## src/rtl/sync_frame_line_demultiplexer_core_defines.svh

```systemverilog
// ----------------------------------------------------------------------------
// Assertion macros for the framed line demultiplexer
// Each macro expands to one labeled concurrent assertion on clk and arst_n.
// ----------------------------------------------------------------------------
`ifndef SYNC_FRAME_LINE_DEMULTIPLEXER_CORE_DEFINES_SVH
`define SYNC_FRAME_LINE_DEMULTIPLEXER_CORE_DEFINES_SVH

// Consequent must hold in the same cycle as the antecedent.
`define SFLD_ASSERT_NOW(label, ante, cons, msg) \
	label: assert property (@(posedge clk) disable iff (!arst_n) (ante) |-> (cons)) \
		else $error(msg);

// Consequent must hold in the cycle after the antecedent.
`define SFLD_ASSERT_NEXT(label, ante, cons, msg) \
	label: assert property (@(posedge clk) disable iff (!arst_n) (ante) |=> (cons)) \
		else $error(msg);

`endif

```

## src/rtl/sfld_fifo.sv

```systemverilog
// ----------------------------------------------------------------------------
// sfld_fifo
// Small register queue with push/full and pop/empty, used between the front
// and back parts and on the result side.
// ----------------------------------------------------------------------------
module sfld_fifo #(
	parameter int WIDTH = 8,
	parameter int DEPTH = 2
) (
	input  logic             clk,
	input  logic             arst_n,
	input  logic             push,
	output logic             full,
	input  logic [WIDTH-1:0] wdata,
	input  logic             pop,
	output logic             empty,
	output logic [WIDTH-1:0] rdata
);

	localparam int PW = (DEPTH > 1) ? $clog2(DEPTH) : 1;
	localparam int CW = $clog2(DEPTH + 1);

	logic [WIDTH-1:0] mem_q [DEPTH];
	logic [PW-1:0]    wr_ptr_q;
	logic [PW-1:0]    rd_ptr_q;
	logic [CW-1:0]    cnt_q;
	logic             do_push;
	logic             do_pop;

	assign full    = (cnt_q == CW'(DEPTH));
	assign empty   = (cnt_q == '0);
	assign do_push = push && !full;
	assign do_pop  = pop && !empty;
	assign rdata   = mem_q[rd_ptr_q];

	// Store the incoming beat
	always_ff @(posedge clk) begin
		if (do_push) begin
			mem_q[wr_ptr_q] <= wdata;
		end
	end

	// Advance pointers and occupancy
	always_ff @(posedge clk or negedge arst_n) begin
		if (!arst_n) begin
			wr_ptr_q <= '0;
			rd_ptr_q <= '0;
			cnt_q    <= '0;
		end else begin
			if (do_push) begin
				wr_ptr_q <= (wr_ptr_q == PW'(DEPTH - 1)) ? '0 : wr_ptr_q + PW'(1);
			end
			if (do_pop) begin
				rd_ptr_q <= (rd_ptr_q == PW'(DEPTH - 1)) ? '0 : rd_ptr_q + PW'(1);
			end
			if (do_push && !do_pop) begin
				cnt_q <= cnt_q + CW'(1);
			end else if (do_pop && !do_push) begin
				cnt_q <= cnt_q - CW'(1);
			end
		end
	end

endmodule

```

## config.mk

```make
export PLATFORM = sky130hd
export DESIGN_NAME = sfld_fifo
export DESIGN_NICKNAME = d
export VERILOG_FILES = /design/src/rtl/sync_frame_line_demultiplexer_core_defines.svh /design/src/rtl/sfld_fifo.sv
export SDC_FILE = /design/constraint.sdc
export NUM_CORES = 1
export LEC_CHECK = 0
export BUFFER_PORTS_ARGS = -buffer_cell sky130_fd_sc_hd__buf_2
export CAP_MARGIN = 10
export CORE_AREA = 2 2 59 61
export CTS_BUF_LIST = sky130_fd_sc_hd__clkbuf_4
export CTS_CLUSTER_DIAMETER = 80
export DETAILED_ROUTE_END_ITERATION = 8
export DIE_AREA = 0 0 61 63
export PLACE_DENSITY = 0.5
export SKIP_LAST_GASP = 1
export SLEW_MARGIN = 20
export SYNTH_ARGS = -nofsm -noshare
export SYNTH_HDL_FRONTEND = slang
export SYNTH_SLANG_ARGS = --single-unit
```

## constraint.sdc

```tcl
create_clock -name clk -period 2.04 [get_ports clk]
set_clock_uncertainty 0.2 [all_clocks]
set_input_delay 0.306 -clock clk [delete_from_list [all_inputs] [get_ports clk]]
set_output_delay 0.306 -clock clk [all_outputs]
set_load 0.02 [all_outputs]
```

==> flow_summary.json <==
{
  "status": "complete, no violations",
  "initial_utilization": 0.242,
  "synth_top_area_share": 0.614,
  "via_per_inst": 3.66,
  "fin_crit_sh": 0.951,
  "cts_tree": "done",
  "netlist_instances": 44,
  "tns_ns": 0,
  "grt_antenna_before_repair": 0,
  "min_period_ns": 1.94,
  "path_max_fanout": 9,
  "ant_nets": 0,
  "grt.total_usage": 0.0789,
  "worstHoldPathCells": 3,
  "crit_arrival_ns": 1.43,
  "holdPathEnd": "wr_ptr_q",
  "cts_max_level": 1,
  "p_leak_nw": 0.441,
  "dp.cells": 112,
  "critical_path_class": "flop to output pin",
  "syn_area_per_cell_um2": 17.8,
  "ff2ff_path_depth": 7,
  "portBuffers": 21,
  "critPathRequiredTime_ns": 1.53,
  "dp_hpwl_um": 976,
  "place.gp.congestion": 0.579,
  "core_um2": 3230,
  "utilization": 0.333,
  "routedWlPerCell_um": 10.9,
  "startpoint_type": "flop",
  "rsz0062_at_grt": "no",
  "r2r_setup_slack_ns": 0.31,
  "routed_wl_um": 1370,
  "antenna_cells": 0,
  "clockRootBuffer": "clkbuf_4",
  "die_w_um": 61,
  "synth_area_leaders": "edfxtp_1 61%, dfrtp_1 13%, mux2_1 8.6%",
  "ys_seq_area_frac": 0.742,
  "hold_viol_final": 0,
  "fillers": 333,
  "synth_cell_types": 15,
  "cp-end-kind": "output pin",
  "startpoint": "rd_ptr_q",
  "cts.clk_slew.worst_paths_ns": 0.12,
  "grt_overflow": 0,
  "grt_pass1_wl_um": 2160,
  "syn2layout_area_growth_pct": 37.4,
  "yosys_register_bits": 20,
  "final_cells": 125,
  "p_per_area_nw_per_um2": 1300,
  "worst_slew_pin_slew_ns": 0.431,
  "num_vias": 457,
  "ios": 22,
  "finalMaxSlewViolations": 0,
  "syn-cell-area_um2": 782,
  "dr.first_iter.drc_count": 4,
  "worstReg2RegStart": "cnt_q[0]",
  "clk_path_buf_depth": 2,
  "nets": 93,
  "critPathMaxStageDelay_ns": 0.61,
  "synth_top_area_cell": "edfxtp_1",
  "synth_fp_nets": 57,
  "holdCritStartpoint": "push",
  "postCtsSetupBuffers": 0,
  "die_area_um2": 3840,
  "cts_made_buffers": 3,
  "vdd_ir_drop_max_uv": 587,
  "grt_max_degree": 12,
  "num_rows": 21,
  "firstDrtPassIters": 2,
  "max_freq_mhz": 515,
  "hold_class": "input pin to flop",
  "cts.sink_count": 20,
  "r2r-end": "cnt_q[1]",
  "die_h_um": 63,
  "cap_violations": 0,
  "grt_pass1_vias": 512,
  "layout-drive-gt1-share": 0.392,
  "cts_resized": 0,
  "max_slew_margin": 0.713,
  "cp_slowest_cell": "dfrtp_1",
  "clk_latency_ns": 0.30,
  "setup_viol": 0,
  "yosys_warnings": 0,
  "drc": 0,
  "crit_chain": "mux2_1 -> buf_2"
}
power breakdown:
| part | leakage, nW | switching, mW | internal, mW |
|---|---|---|---|
| logic | 0.227 | 0.290 | 0.238 |
| clock network | 0.0184 | 0.117 | 0.0893 |
| registers | 0.195 | 0.0893 | 0.570 |
| total | 0.441 | 0.496 | 0.898 |
critical path: cells and delay by family, from the launching register on:
family | cells | cell delay, ns
buffers and inverters | 1 | 0.16
flip-flops | 1 | 0.61
multiplexers | 1 | 0.38
how the worst max path moves through the flow:
stage | to | cells past startpoint
finish | rdata[4] | 2
floorplan | mem_q[0][0] | 3
global placement | rdata[7] | 2
global route | rdata[4] | 2
CTS | rdata[2] | 2
detailed placement | cnt_q[1] | 7
layout by cell type (no fill, tap or decap), types with 3 or more instances in the layout:
cell	count
buf_2	21
clkbuf_4	4
dfrtp_1	4
dlygate4sd3_1	9
edfxtp_1	16
mux2_1	6
nor2_1	3
cell families after synthesis:
family,synth area share
flops,0.742
mux,0.115
simple gates,0.0384
xor+xnor,0.0656
buf+inv,0.0160
compound gates,0.00639
fa+ha+maj,0.0160
cell type report:
cell class	instances	area (µm²)	area share
Clock buffer	4	30.0	0.0279
Multi-Input combinational cell	21	189	0.176
Timing Repair Buffer	32	210	0.196
Sequential cell	20	581	0.540
Inverter	2	7.51	0.00698
Tap cell	46	57.6	0.0536
stage by stage:
stage	hold slack, ns	power [mW]	area [µm²]	worst slack (ns)
floorplan	-0.190	1.02	782	0.448
global placement	-0.0831	1.18	955	0.390
detailed placement	-0.0756	1.19	955	0.326
finish	0.0975	1.39	1070	0.100
global route	0.0891	1.48	1070	0.000845
CTS	0.0908	1.41	1070	0.0535
registers in the layout, indices dropped and copies added, names as in the netlist:
| name | count |
|---|---|
| cnt_q | 2 |
| mem_q | 16 |
| rd_ptr_q | 1 |
| wr_ptr_q | 1 |
repair_timing:
item,4_1_cts,5_1_grt
hold buffers,9,0
hold endpoints to repair,20,0
endpoints found under the setup margin,0,0
metal layers:
metal | part of all wire | track usage
met3 | 0.048 | 0.0186
met4 | 0.0073 | 0.0408
met1 | 0.45 | 0.0892
met2 | 0.50 | 0.133
met5 | 0 | 0
Yosys cell counts:
cell,count
inv_1,2
nand2_2,1
o21ai_1,1
and3_1,1
mux2_1,6
nor2_1,3
buf_2,1
xor2_1,2
dfrtp_1,4
xnor2_1,2
edfxtp_1,16
xnor2_2,1
mux2_2,2
nand2b_1,1
ha_1,1
(Power assumes the default switching activity.)
