File: src/rtl/sync_frame_line_demultiplexer_core_defines.svh
// ----------------------------------------------------------------------------
// Assertion macros for the framed line demultiplexer
// Each macro expands to one labeled concurrent assertion on clk and arst_n.
// ----------------------------------------------------------------------------
`ifndef SYNC_FRAME_LINE_DEMULTIPLEXER_CORE_DEFINES_SVH
`define SYNC_FRAME_LINE_DEMULTIPLEXER_CORE_DEFINES_SVH

// Consequent must hold in the same cycle as the antecedent.
`define SFLD_ASSERT_NOW(label, ante, cons, msg) \
	label: assert property (@(posedge clk) disable iff (!arst_n) (ante) |-> (cons)) \
		else $error(msg);

// Consequent must hold in the cycle after the antecedent.
`define SFLD_ASSERT_NEXT(label, ante, cons, msg) \
	label: assert property (@(posedge clk) disable iff (!arst_n) (ante) |=> (cons)) \
		else $error(msg);

`endif

File: src/rtl/sfld_pkg.sv
// ----------------------------------------------------------------------------
// sfld_pkg
// Shared types and codes of the framed line demultiplexer: commands, line
// states, the classified work item, the result beat and the register port.
// ----------------------------------------------------------------------------
package sfld_pkg;

	// Widest logical line index an address byte can select (address >> 1)
	localparam int LINE_IDX_W = 7;
	// Width of the open mask register
	localparam int MASK_W     = 8;
	// Register port
	localparam int APB_ADDR_W = 3;
	localparam int APB_DATA_W = 32;
	localparam logic REG_LINE_OPEN_MASK = 1'b0;

	// Host command codes
	localparam logic [1:0] CMD_RX      = 2'd0;
	localparam logic [1:0] CMD_FETCH   = 2'd1;
	localparam logic [1:0] CMD_RELEASE = 2'd2;

	typedef enum logic [1:0] {
		LS_IDLE  = 2'd0,
		LS_FILL  = 2'd1,
		LS_READY = 2'd2
	} line_state_t;

	// Item classes decided by the front part
	typedef enum logic [3:0] {
		K_START,
		K_START_BAD,
		K_END,
		K_END_ERR,
		K_STOP,
		K_DATA,
		K_FETCH,
		K_RELEASE,
		K_NOP
	} item_kind_t;

	typedef struct packed {
		item_kind_t             kind;
		logic [7:0]             rx_byte;
		logic [LINE_IDX_W-1:0]  line;        // start line or host line select
		logic                   line_given;  // else work on the current line
		logic                   line_ok;     // line lies inside the table
		logic [8:0]             byte_offset;
		logic                   abort;
		logic                   overrun;
	} item_t;

	typedef struct packed {
		logic [1:0]  line_state;
		logic [9:0]  line_length;
		logic [7:0]  data_byte;
		logic        message_ready;
		logic [2:0]  ready_line;
		logic        frame_ignored;
		logic [7:0]  line_errors;
		logic [15:0] line_ignored;
		logic [15:0] global_ignored;
		logic [7:0]  abort_count;
		logic [7:0]  overrun_count;
	} result_t;

	typedef struct packed {
		logic              we;
		logic [MASK_W-1:0] mask;
	} cfg_t;

endpackage

File: src/rtl/sfld_fifo.sv
// ----------------------------------------------------------------------------
// sfld_fifo
// Small register queue with push/full and pop/empty, used between the front
// and back parts and on the result side.
// ----------------------------------------------------------------------------
module sfld_fifo #(
	parameter int WIDTH = 8,
	parameter int DEPTH = 2
) (
	input  logic             clk,
	input  logic             arst_n,
	input  logic             push,
	output logic             full,
	input  logic [WIDTH-1:0] wdata,
	input  logic             pop,
	output logic             empty,
	output logic [WIDTH-1:0] rdata
);

	localparam int PW = (DEPTH > 1) ? $clog2(DEPTH) : 1;
	localparam int CW = $clog2(DEPTH + 1);

	logic [WIDTH-1:0] mem_q [DEPTH];
	logic [PW-1:0]    wr_ptr_q;
	logic [PW-1:0]    rd_ptr_q;
	logic [CW-1:0]    cnt_q;
	logic             do_push;
	logic             do_pop;

	assign full    = (cnt_q == CW'(DEPTH));
	assign empty   = (cnt_q == '0);
	assign do_push = push && !full;
	assign do_pop  = pop && !empty;
	assign rdata   = mem_q[rd_ptr_q];

	// Store the incoming beat
	always_ff @(posedge clk) begin
		if (do_push) begin
			mem_q[wr_ptr_q] <= wdata;
		end
	end

	// Advance pointers and occupancy
	always_ff @(posedge clk or negedge arst_n) begin
		if (!arst_n) begin
			wr_ptr_q <= '0;
			rd_ptr_q <= '0;
			cnt_q    <= '0;
		end else begin
			if (do_push) begin
				wr_ptr_q <= (wr_ptr_q == PW'(DEPTH - 1)) ? '0 : wr_ptr_q + PW'(1);
			end
			if (do_pop) begin
				rd_ptr_q <= (rd_ptr_q == PW'(DEPTH - 1)) ? '0 : rd_ptr_q + PW'(1);
			end
			if (do_push && !do_pop) begin
				cnt_q <= cnt_q + CW'(1);
			end else if (do_pop && !do_push) begin
				cnt_q <= cnt_q - CW'(1);
			end
		end
	end

endmodule

File: src/rtl/sfld_front.sv
// ----------------------------------------------------------------------------
// sfld_front
// Accepts input items, classifies them into work items and holds them in a
// short queue until the back part takes them.
// ----------------------------------------------------------------------------
module sfld_front
	import sfld_pkg::*;
#(
	parameter int LINES = 8
) (
	input  logic       clk,
	input  logic       arst_n,
	input  logic       push,
	output logic       full,
	input  logic [1:0] cmd,
	input  logic [7:0] rx_byte,
	input  logic       start_of_message,
	input  logic       end_of_message,
	input  logic       receive_error,
	input  logic       overrun,
	input  logic       crc_error,
	input  logic       frame_aborted,
	input  logic [2:0] line_select,
	input  logic [8:0] byte_offset,
	input  logic       q_pop,
	output logic       q_empty,
	output item_t      q_item
);

	item_t item_d;

	// Classify the receiver word or host command
	always_comb begin
		item_d             = '0;
		item_d.rx_byte     = rx_byte;
		item_d.byte_offset = byte_offset;
		item_d.abort       = frame_aborted;
		item_d.overrun     = overrun;
		item_d.line        = LINE_IDX_W'(line_select);
		item_d.line_given  = 1'b1;
		item_d.line_ok     = (8'(line_select) < 8'(LINES));
		item_d.kind        = K_NOP;
		case (cmd)
			CMD_RX: begin
				item_d.line_given = 1'b0;
				item_d.line_ok    = 1'b1;
				if (start_of_message) begin
					item_d.line = rx_byte[7:1];
					if (9'(rx_byte) < 9'(2 * LINES)) begin
						item_d.kind       = K_START;
						item_d.line_given = 1'b1;
					end else begin
						item_d.kind = K_START_BAD;
					end
				end else if (end_of_message) begin
					if (receive_error || frame_aborted || overrun || crc_error) begin
						item_d.kind = K_END_ERR;
					end else begin
						item_d.kind = K_END;
					end
				end else if (frame_aborted || receive_error || overrun) begin
					item_d.kind = K_STOP;
				end else begin
					item_d.kind = K_DATA;
				end
			end
			CMD_FETCH: begin
				item_d.kind = K_FETCH;
			end
			CMD_RELEASE: begin
				item_d.kind = K_RELEASE;
			end
			default: begin
				item_d.kind = K_NOP;
			end
		endcase
	end

	// Hold classified items until the back part is free
	sfld_fifo #(
		.WIDTH ($bits(item_t)),
		.DEPTH (2)
	) u_item_q (
		.clk    (clk),
		.arst_n (arst_n),
		.push   (push),
		.full   (full),
		.wdata  (item_d),
		.pop    (q_pop),
		.empty  (q_empty),
		.rdata  (q_item)
	);

endmodule

File: config.mk
export PLATFORM = sky130hd
export DESIGN_NAME = sfld_front
export DESIGN_NICKNAME = d
export VERILOG_FILES = /design/src/rtl/sync_frame_line_demultiplexer_core_defines.svh /design/src/rtl/sfld_pkg.sv /design/src/rtl/sfld_fifo.sv /design/src/rtl/sfld_front.sv
export SDC_FILE = /design/constraint.sdc
export NUM_CORES = 1
export LEC_CHECK = 0
export ABC_AREA = 1
export ABC_CLOCK_PERIOD_IN_PS = 3200
export BUFFER_PORTS_ARGS = -buffer_cell sky130_fd_sc_hd__buf_2
export CORE_MARGIN = 3
export CORE_UTILIZATION = 45
export CTS_BUF_LIST = sky130_fd_sc_hd__clkbuf_16
export DETAILED_ROUTE_END_ITERATION = 12
export HOLD_SLACK_MARGIN = 0.15
export PLACE_DENSITY = 0.69
export SYNTH_ARGS = -nofsm -noshare
export SYNTH_HDL_FRONTEND = slang
export SYNTH_HIERARCHICAL = 1
export SYNTH_SLANG_ARGS = --single-unit
export TNS_END_PERCENT = 10
File: constraint.sdc
create_clock -name clk -period 3.2 [get_ports clk]
set_input_delay 0.48 -clock clk [delete_from_list [all_inputs] [get_ports clk]]
set_output_delay 0.48 -clock clk [all_outputs]
set_load 0.01 [all_outputs]
==> results of run 1 <==
layout make-up:
class	instances	area, µm²
repair buffers	68	350
multi-input cells	146	653
flip-flops and latches	68	2020
well taps	72	90.1
clock buffers	9	225
fillers	501	2310
clock inverters	6	26.3
inverters	17	63.8
worst max-delay path by stage:
stage	endpoint	slack, ps
2_1_floorplan	u_item_q/mem_q[1][0]$_DFFE_PP_	840
3_3_place_gp	q_item[25]	1270
3_5_place_dp	u_item_q/mem_q[1][26]$_DFFE_PP_	1250
4_1_cts	q_item[21]	910
5_1_grt	q_item[10]	780
6_report	q_item[21]	960
synthesized netlist by cell type (all sizes together):
master  count  area [µm²]
edfxtp     64        1920
nand4       1        6.26
dfrtp       4         100
buf         7        42.5
mux2        3        45.0
nand3b      2        15.0
inv        17        63.8
nand2     112         428
xnor2       1        8.76
a21oi       3        15.0
o21ai       2        10.0
ha          3        37.5
conb        1        3.75
nand3       3        15.0
nor2       14        57.6
metrics by stage:
step / hold slack (ps) / setup WS, ps
final: 348 / 956
after global routing: 338 / 777
after CTS: 336 / 910
after detailed placement: 290 / 1250
after global placement: 291 / 1270
after floorplan: 184 / 838
power groups by stage:
stage                     registers [µW]  logic [µW]  clock network (µW)
final                               1280         963                 825
after global routing                1300        1100                 885
after CTS                           1280         988                 848
after detailed placement            1300         984                   0
after floorplan                     1290         619                   0
after global placement              1300         968                   0
state kept, by name, indices dropped and copies added (netlist names):
register	cells
u_item_q/rd_ptr_q	1
u_item_q/mem_q	64
u_item_q/wr_ptr_q	1
u_item_q/cnt_q	2
cells in the final DEF (no fill, tap or decap):
cell           Yosys  routed
clkinv_2           0       3
buf_4              3       2
dfrtp_1            4       4
o21ai_0            2       2
nand2_1          111     111
inv_1             16      19
xnor2_1            1       1
nor2_1            12      11
dlygate4sd3_1      0       1
nor2_2             2       2
ha_1               3       3
nand3_1            3       3
conb_1             1       2
nand4_1            1       1
mux2_4             3       3
nand3b_1           2       2
buf_2              4      65
nand2_4            1       1
a21oi_1            3       3
edfxtp_1          64      64
nor2_4             0       1
inv_2              1       1
clkbuf_16          0       9
cells by family (layout without fill, tap and decap cells):
family / count (synthesis) / in the layout
xor+xnor: 1 / 1
flops: 68 / 68
compound gates: 5 / 5
fa+ha+maj: 3 / 3
other cells: 1 / 2
buf+inv: 24 / 100
mux: 3 / 3
simple gates: 132 / 132
critical path: cells and delay by family, from the launching register on:
kind / cells / cell delay [ps]
flops: 1 / 350
simple gates: 2 / 210
buf+inv: 3 / 860
per-layer routing:
layer / up-vias / GRT usage / routed length [µm]
met1: 843 / 0.211 / 2380
met3: 9 / 0.0500 / 401
met5: - / 0 / 0
li1: 922 / - / -
met2: 64 / 0.241 / 2360
met4: 0 / 0.0734 / 81
what timing repair did:
action / 4_1_cts / 5_1_grt
setup buffers: 0 / 0
hold endpoints to repair: 4 / 0
hold buffers: 1 / 0
==> metrics.txt, run 1 <==
DRT iter0 DRCs=104; crit path launch type=flop; MaxCap Viol Count=0; vias in the first global route=1758; IO Pins=66; critical path endpoint category=primary output; multiplexer share of the synthesized area=0.0163; Worst EP arrival=1760 ps; ratio of cells with drive above 1 in the final layout=0.277; synthesized cell area=2770 µm²; status=complete, no violations; dpl cell area=3170 µm²; Chip Width=84.5 µm; P_int=2050 µW; CP Max Fanout=34; WL/cell=13.5 µm; Seq pwr share=0.418; largest net degree at the start of global routing=35; post-route ant nets=0; Worst Setup Path Type=reg2out; Yosys warning count=6; Yosys cell types=19; Final min period=2240 ps; critical path required time=2720 ps; Seq cells post-synth=68; DPL Wire Length=3.41 mm; row count=27; Die ar.=7130 µm²; Ant. Diodes=0; fin area=3430 µm²; Pwr per Cell Area=895 nW/µm²; R2R depth=2; post-CTS sizing=0; Worst-path clk slew=50 ps; CTS Buf Count=9; gr usage total=0.159; Comb pwr share=0.313; worst vdd ir=0.595 mV; Worst Tran Pin Value=963 ps; crit path from=u_item_q/rd_ptr_q$_DFFE_PN0P_; P_leak=0.00158 µW; total wire length=5.22 mm; r2r startpoint=u_item_q/cnt_q[0]$_DFFE_PN0P_; max-slew violations=0; Layout Cells excl Fill=386; worst hold path type=in2reg; nets=345; final setup TNS=0 ps; CP max-delay cell=inv_2; dominant combinational cell family by area after synthesis=simple AND/OR/NAND/NOR gates; Final setup viols=0; relative slew slack=0.356; DR vias=1838; via density per instance=4.76; xor-xnor portion of the synthesized cell area=0.00316; Clock power frac=0.269; initial antenna violation count=0; Port Buffers=65; reg2reg setup slack=1350 ps; Syn Area/Cell=11.7 µm²; most frequent cell on the critical path=nand2_1; Compound-Gate Fraction of Synth Area=0.00903; first-pass GRT wire length=8.63 mm; global route overflow=0; highest clock rate=0.446 GHz; worst hold start=byte_offset[7]; hold path depth=1; Starting Density=0.482; Syn-to-layout area delta=23.8%; Worst Hold Path EP=u_item_q/mem_q[0][9]$_DFFE_PP_; Sw Share=0.332; Reg-to-Reg End=u_item_q/mem_q[1][30]$_DFFE_PP_; Final Core Density=0.597; CTS tree=yes; Max clock buf depth=2; drt pass-1 iters=4; CTS Root Cell=clkbuf_16; simple-gate share of the synthesized area=0.188; critical path cell sequence=buf_4, inv_2, nand2_1, nand2_1, buf_2; post-synthesis adder-cell area fraction=0.0136; register area share after synthesis=0.730; core area=5740 µm²; RSZ-0062 raised after global routing=false; Synth Instances=237; # clock sinks=68; placed insts=370; Net Sw Power=1020 µW; fin crit share=0.701; final clock skew=5.50 ps; CTS HTree Levels=3; height of the chip=84.5 µm; Clk Latency, worst-skew pair=320 ps; # DRC=0; CP max stage delay=480 ps; Fin. Hold Viols=0; GP Congestion=0.754; total power draw=3070 µW
(Power assumes the default switching activity.)
==> inputs of run 2 (changes only) <==
--- a/config.mk
+++ b/config.mk
@@ -5,8 +5,8 @@
 export SDC_FILE = /design/constraint.sdc
 export NUM_CORES = 1
 export LEC_CHECK = 0
-export ABC_AREA = 1
-export ABC_CLOCK_PERIOD_IN_PS = 3200
+export ABC_AREA = 0
+export ABC_CLOCK_PERIOD_IN_PS = 2090
 export BUFFER_PORTS_ARGS = -buffer_cell sky130_fd_sc_hd__buf_2
 export CORE_MARGIN = 3
 export CORE_UTILIZATION = 45
==> constraint.sdc (replaced) <==
create_clock -name clk -period 2.09 [get_ports clk]
set_input_delay 0.3135 -clock clk [delete_from_list [all_inputs] [get_ports clk]]
set_output_delay 0.3135 -clock clk [all_outputs]
set_load 0.01 [all_outputs]
==> run 2 against run 1 <==
  * Sequential share of layout area shrank 1.5 points
  * Clock skew grew 0.70 ps
  * Flip-flop and latch count is the same
  * Routed wire length shrank 13%
  * Worst hold slack lost 170 ps
  * Critical path depth shrank 2
  * First-iteration DRC count shrank 29%
  * Synthesized cell count shrank 39%
  * Power grew 58%
  * Register-to-register slack lost 810 ps
  * Critical endpoint is now q_item[13]
  * Largest cell class unchanged
  * Largest power group unchanged
==> metrics.txt, run 2 <==
Largest regs=u_item_q/mem_q: 64 flops, u_item_q/cnt_q: 2 flops; post-route ant nets=0 (unchanged); Fin. Hold Viols=0 (unchanged); RSZ-0062 raised after global routing=false; simple-gate share of the synthesized area=0.0348 (-0.154); post-CTS sizing=0 (unchanged); highest clock rate=0.505 GHz; P_leak=0.00149 µW (-6.1%); Synth Instances=145 (-39%); Reg-to-Reg End=u_item_q/cnt_q[1]$_DFFE_PN0P_; most frequent cells in the layout=65 x buf_2, 64 x edfxtp_1, 29 x mux2_4, 9 x inv_1, 9 x clkbuf_16; Max clock buf depth=2 (unchanged); worst hold path type=in2reg; Port Buffers=65 (unchanged); Yosys warning count=6 (unchanged); xor-xnor portion of the synthesized cell area=0.0154 (+0.0123); Yosys cell types=23 (+4); worst hold start=byte_offset[4]; CP max stage delay=540 ps (+60 ps); placed insts=288 (-22%); final setup TNS=0 ps (unchanged); main area contributors after synthesis=edfxtp_1 68%, mux2_4 15%, dfrtp_1 3.5%; Ant. Diodes=0 (unchanged); MaxCap Viol Count=0 (unchanged); post-synth top area share=0.677 (-0.0165); # clock sinks=68 (unchanged); dominant combinational cell family by area after synthesis=multiplexers; worst hold slack=178 ps (-169 ps); Pwr per Cell Area=1380 nW/µm² (+54%); Chip Width=85.4 µm (+1.1%); number of flip-flops in the largest register=64 (unchanged); core area=6030 µm² (+4.9%); crit path launch type=flop; register area share after synthesis=0.713 (-0.0174); Worst Hold Path EP=u_item_q/mem_q[1][6]$_DFFE_PP_; Worst Setup Path Type=reg2out; critical path endpoint category=primary output; Compound-Gate Fraction of Synth Area=0.0123 (+0.00331); setup slack at placement=425 ps (-827 ps); height of the chip=85.4 µm (+1.1%); via density per instance=4.68 (-1.7%); CTS HTree Levels=3 (unchanged); Sw Share=0.282 (-0.0507); cell type with the largest total area after synthesis=edfxtp_1; vias in the first global route=1520 (-14%); GP Congestion=0.745 (-1.2%); CTS Buf Count=9 (unchanged); Post-synth ARST share=0.0588 (unchanged); P_int=3480 µW (+70%); Die ar.=7290 µm² (+2.3%); initial antenna violation count=0 (unchanged); hold path depth=1 (unchanged); Clock power frac=0.260 (-0.009); Seq pwr share=0.418 (about the same); Net Sw Power=1370 µW (+34%); DRT iter0 DRCs=74 (-29%); Worst EP arrival=1670 ps (-90 ps); IO Pins=66 (unchanged); Layout Cells excl Fill=305 (-21%); Post-synth EDFFs=64 (unchanged); Clk Latency, worst-skew pair=320 ps (about the same); critical path cell sequence=buf_4, mux2_2, buf_2; Comb pwr share=0.322 (+0.009); global route overflow=0 (unchanged); Worst-path clk slew=50 ps (about the same); synthesized cell area=2840 µm² (+2.4%); first-pass GRT wire length=7.49 mm (-13%); status=complete, no violations; total wire length=4.57 mm (-13%); worst vdd ir=0.675 mV (+13%); final clock skew=6.20 ps (+0.697 ps); ratio of cells with drive above 1 in the final layout=0.535 (+0.258); Syn-to-layout area delta=24.1%; Final setup viols=0 (unchanged); Syn Area/Cell=19.6 µm² (+67%); DPL Wire Length=3.23 mm (-5.3%); Starting Density=0.471 (-0.0114); R2R depth=7 (+5); Final min period=1980 ps; top-count cell post-synth=edfxtp_1; fin crit share=0.947; r2r startpoint=u_item_q/cnt_q[0]$_DFFE_PN0P_; multiplexer share of the synthesized area=0.177 (+0.161); nets=260 (-25%); critical path required time=1780 ps (-940 ps); Primary FF master, synth=edfxtp_1; CP max-delay cell=dfrtp_2; reg2reg setup slack=540 ps (-810 ps); largest net degree at the start of global routing=22 (-37%); post-synthesis adder-cell area fraction=0.0132 (-0.000323); CTS tree=yes; Setup WS post-layout=111 ps (-846 ps); commonest non-fill, non-tap cell in the layout=buf_2; row count=28 (+3.7%); CP Max Fanout=12 (-65%); WL/cell=15.0 µm (+11%); max-slew violations=0 (unchanged); Largest Register=u_item_q/mem_q; Seq cells post-synth=68 (unchanged); # DRC=0 (unchanged); CTS Root Cell=clkbuf_16; gr usage total=0.138 (-0.0210); drt pass-1 iters=4 (unchanged); DR vias=1428 (-22%); most instantiated cells after synthesis=64 x edfxtp_1, 29 x mux2_4, 6 x inv_1, 6 x mux2_2, 5 x nor2_1
-- run 2: changes by cell type in the layout (fill, tap and decap cells not counted), moves of 4 or more --
cell,before,now
nand2_1,111,3
mux2_4,3,29
inv_1,19,9
nor2_1,11,4
mux2_2,0,6
and3_1,0,4
-- run 2: routing by layer --
metal,global-route usage,wire length (µm),vias to the layer above
met3,0.0398,195,5
met2,0.230,2470,33
met4,0.0691,56,0
met1,0.165,1850,672
met5,0,0,-
li1,-,-,718
-- run 2: cell type report --
type	count	area, µm²
clock inverters	7	30.0
clock buffers	9	225
multi-input cells	68	733
flip-flops and latches	68	2020
repair buffers	72	393
inverters	6	22.5
well taps	75	93.8
fillers	494	2500
-- run 2: power groups by stage --
stage	Combinational, µW	Clock (µW)	Sequential (µW)
final	1560	1260	2030
after global routing	1690	1380	2060
after CTS	1600	1300	2030
after detailed placement	1590	0	2060
after global placement	1590	0	2040
after floorplan	1220	0	1980
-- run 2: critical path, delay by kind of cell, from the launching register on --
| kind | cells | cell delay [ps] |
|---|---|---|
| mux | 1 | 350 |
| flops | 1 | 540 |
| buf+inv | 2 | 450 |
-- run 2: repair_timing --
item	in CTS	in global routing
setup buffers	0	0
hold buffers	1	0
endpoints found under the hold margin	4	0
-- run 2: cells by family (layout without fill, tap and decap cells) --
logic type | after synthesis | in the layout
AO/OA/AOI/OAI | 5 | 5
XOR/XNOR | 5 | 5
adder cells (fa/ha/maj) | 3 | 3
buffers and inverters | 10 | 94
flip-flops | 68 | 68
multiplexers | 35 | 35
other | 1 | 2
AND/OR/NAND/NOR | 18 | 18
-- run 2: metrics by stage --
stage	area, µm²	utilization	power, µW
2_1_floorplan	2840	-	3200
3_3_place_gp	3260	0.540	3630
3_5_place_dp	3260	0.540	3650
4_1_cts	3520	0.584	4930
5_1_grt	3520	0.584	5140
6_report	3520	0.584	4850
-- run 2: worst max path at each step --
stage                                     endpoint                     startpoint
global placement                        q_item[13]  u_item_q/rd_ptr_q$_DFFE_PN0P_
floorplan           u_item_q/mem_q[0][0]$_DFFE_PP_  u_item_q/cnt_q[0]$_DFFE_PN0P_
global route                            q_item[13]  u_item_q/rd_ptr_q$_DFFE_PN0P_
finish                                  q_item[13]  u_item_q/rd_ptr_q$_DFFE_PN0P_
detailed placement                      q_item[13]  u_item_q/rd_ptr_q$_DFFE_PN0P_
CTS                                     q_item[13]  u_item_q/rd_ptr_q$_DFFE_PN0P_
==> inputs of run 3 (changes only) <==
--- a/config.mk
+++ b/config.mk
@@ -10,7 +10,7 @@
 export BUFFER_PORTS_ARGS = -buffer_cell sky130_fd_sc_hd__buf_2
 export CORE_MARGIN = 3
 export CORE_UTILIZATION = 45
-export CTS_BUF_LIST = sky130_fd_sc_hd__clkbuf_16
+export CTS_BUF_LIST = sky130_fd_sc_hd__clkbuf_8
 export DETAILED_ROUTE_END_ITERATION = 12
 export HOLD_SLACK_MARGIN = 0.15
 export PLACE_DENSITY = 0.69
==> run 3 against run 2 <==
  * Clock power shrank 33%
  * Clock skew grew 3.2 ps
  * First-iteration DRC count grew 20%
  * Routed wire length grew 0.44%
  * Final area shrank 1.2%
  * Clock-buffer cell count is the same
  * Critical path depth grew 1
  * Highest routed layer unchanged
  * Register-to-register slack is essentially flat
  * Power shrank 7.2%
  * Largest power group unchanged
==> metrics.txt, run 3 (synthesis gave the netlist of run 2 again) <==
core area=6030 µm² (unchanged); Largest Register=u_item_q/mem_q; CTS Buf Count=9 (unchanged); Max clock buf depth=2 (unchanged); CTS tree=yes; P_leak=0.00147 µW (-1.3%); Final min period=1830 ps (-153 ps); # clock sinks=68 (unchanged); FILL cells=493 (-0.20%); Starting Density=0.471 (unchanged); Fin. Hold Viols=0 (unchanged); highest clock rate=0.548 GHz (+8.4%); CTS HTree Levels=3 (unchanged); DPL Wire Length=3.23 mm (unchanged); # DRC=0 (unchanged); number of flip-flops in the largest register=64 (unchanged); placed insts=288 (unchanged); CP max stage delay=410 ps (-130 ps); first-pass GRT wire length=7.48 mm (about the same); reg2reg setup slack=530 ps (about the same); CP Max Fanout=13 (+1); Final Core Density=0.577 (-0.00727); crit path from=u_item_q/rd_ptr_q$_DFFE_PN0P_; critical path endpoint category=primary output; critical path required time=1780 ps (about the same); final clock skew=9.41 ps (+3.21 ps); most frequent cells in the layout=65 x buf_2, 64 x edfxtp_1, 29 x mux2_4, 9 x inv_1, 9 x clkbuf_8; setup slack at placement=425 ps (unchanged); initial antenna violation count=0 (unchanged); Clk Latency, worst-skew pair=330 ps (about the same); post-route ant nets=0 (unchanged); Ant. Diodes=0 (unchanged); Port Buffers=65 (unchanged); post-CTS sizing=0 (unchanged); row count=28 (unchanged); commonest non-fill, non-tap cell in the layout=buf_2; Pwr per Cell Area=1290 nW/µm² (-6.1%); crit path to=q_item[17]; Buf/Inv on CP=3 (+1); final setup TNS=0 ps (unchanged); global route overflow=0 (unchanged); WL/cell=14.8 µm (-1.2%); IO Pins=66 (unchanged); Top Family by Delay on Critical Path=buffers and inverters; R2R depth=7 (unchanged); CTS Root Cell=clkbuf_8; Worst EP arrival=1510 ps (-160 ps); status=complete, no violations; RSZ-0062 raised after global routing=false; Die ar.=7290 µm² (unchanged); Final setup viols=0 (unchanged); DRT iter0 DRCs=89 (+20%); Largest regs=u_item_q/mem_q: 64 flops, u_item_q/cnt_q: 2 flops; GP Congestion=0.745 (unchanged); worst hold path type=in2reg; r2r startpoint=u_item_q/cnt_q[0]$_DFFE_PN0P_; Reg-to-Reg End=u_item_q/cnt_q[1]$_DFFE_PN0P_; total wire length=4.59 mm (+0.44%); fin crit share=0.874 (-0.0732); ratio of cells with drive above 1 in the final layout=0.532 (-0.00287); height of the chip=85.4 µm (unchanged); largest net degree at the start of global routing=22 (unchanged); max-slew violations=0 (unchanged); vias in the first global route=1529 (+0.59%); most frequent cell on the critical path=buf_12; via density per instance=4.70 (+0.32%); DR vias=1456 (+2.0%); Chip Width=85.4 µm (unchanged); Worst-path clk slew=60 ps (about the same); MaxCap Viol Count=0 (unchanged); crit path launch type=flop; gr usage total=0.138 (-0.000414); Worst Setup Path Type=reg2out; worst vdd ir=0.744 mV (+10%); Stages on worst setup path=4 (+1); worst hold slack=172 ps (-6.03 ps); nets=265 (+1.9%); Setup WS post-layout=264 ps (+153 ps); Layout Cells excl Fill=310 (+1.6%); Syn-to-layout area delta=22.5%; critical path cell sequence=buf_12, buf_12, mux2_2, buf_2; drt pass-1 iters=4 (unchanged); CP max-delay cell=dfrtp_2
-- run 3: changes by cell type in the layout (fill, tap and decap cells not counted) --
| cell | previous run | this run |
|---|---|---|
| clkbuf_8 | 0 | 9 |
| buf_12 | 1 | 2 |
| buf_4 | 5 | 6 |
| clkbuf_16 | 9 | 0 |
| dlygate4sd3_1 | 1 | 4 |
-- run 3: metrics by stage --
step                      cell area, µm²  power, µW
after floorplan                     2840       3200
after global placement              3260       3630
after detailed placement            3260       3650
after CTS                           3450       4510
after global routing                3480       4770
final                               3480       4500
-- run 3: what timing repair did --
item | in CTS | in global routing
endpoints found under the setup margin | 0 | 1
hold endpoints to repair | 9 | 0
setup buffers | 0 | 2
hold buffers | 4 | 0
-- run 3: power breakdown --
group,internal (µW),total (µW),switching [µW]
sequential,1870,1990,119
clock,407,845,438
combinational,883,1660,776
-- run 3: worst min-delay path by stage --
stage,start,to,slack [ps],cells after the start
detailed placement,arst_n,u_item_q/cnt_q[1]$_DFFE_PN0P_,130,1
floorplan,arst_n,u_item_q/cnt_q[0]$_DFFE_PN0P_,20,0
finish,byte_offset[0],u_item_q/mem_q[1][2]$_DFFE_PP_,170,1
CTS,byte_offset[7],u_item_q/mem_q[0][9]$_DFFE_PP_,150,1
global placement,arst_n,u_item_q/wr_ptr_q$_DFFE_PN0P_,130,1
global route,byte_offset[7],u_item_q/mem_q[0][9]$_DFFE_PP_,150,1
-- run 3: metal layers --
metal / wire length [µm] / vias up / GRT usage
met3: 250 / 7 / 0.0340
li1: - / 721 / -
met4: 75 / 0 / 0.0777
met2: 2410 / 41 / 0.225
met5: 0 / - / 0
met1: 1850 / 687 / 0.167
-- run 3: final cells by class --
cell class	count	area, µm²	share of cell area
sequential	68	2020	0.582
multi-input combinational	68	733	0.211
inverter	6	22.5	0.00648
clock buffer	9	124	0.0356
clock inverter	7	30.0	0.00864
timing repair buffer	77	450	0.130
tap	75	93.8	0.0270
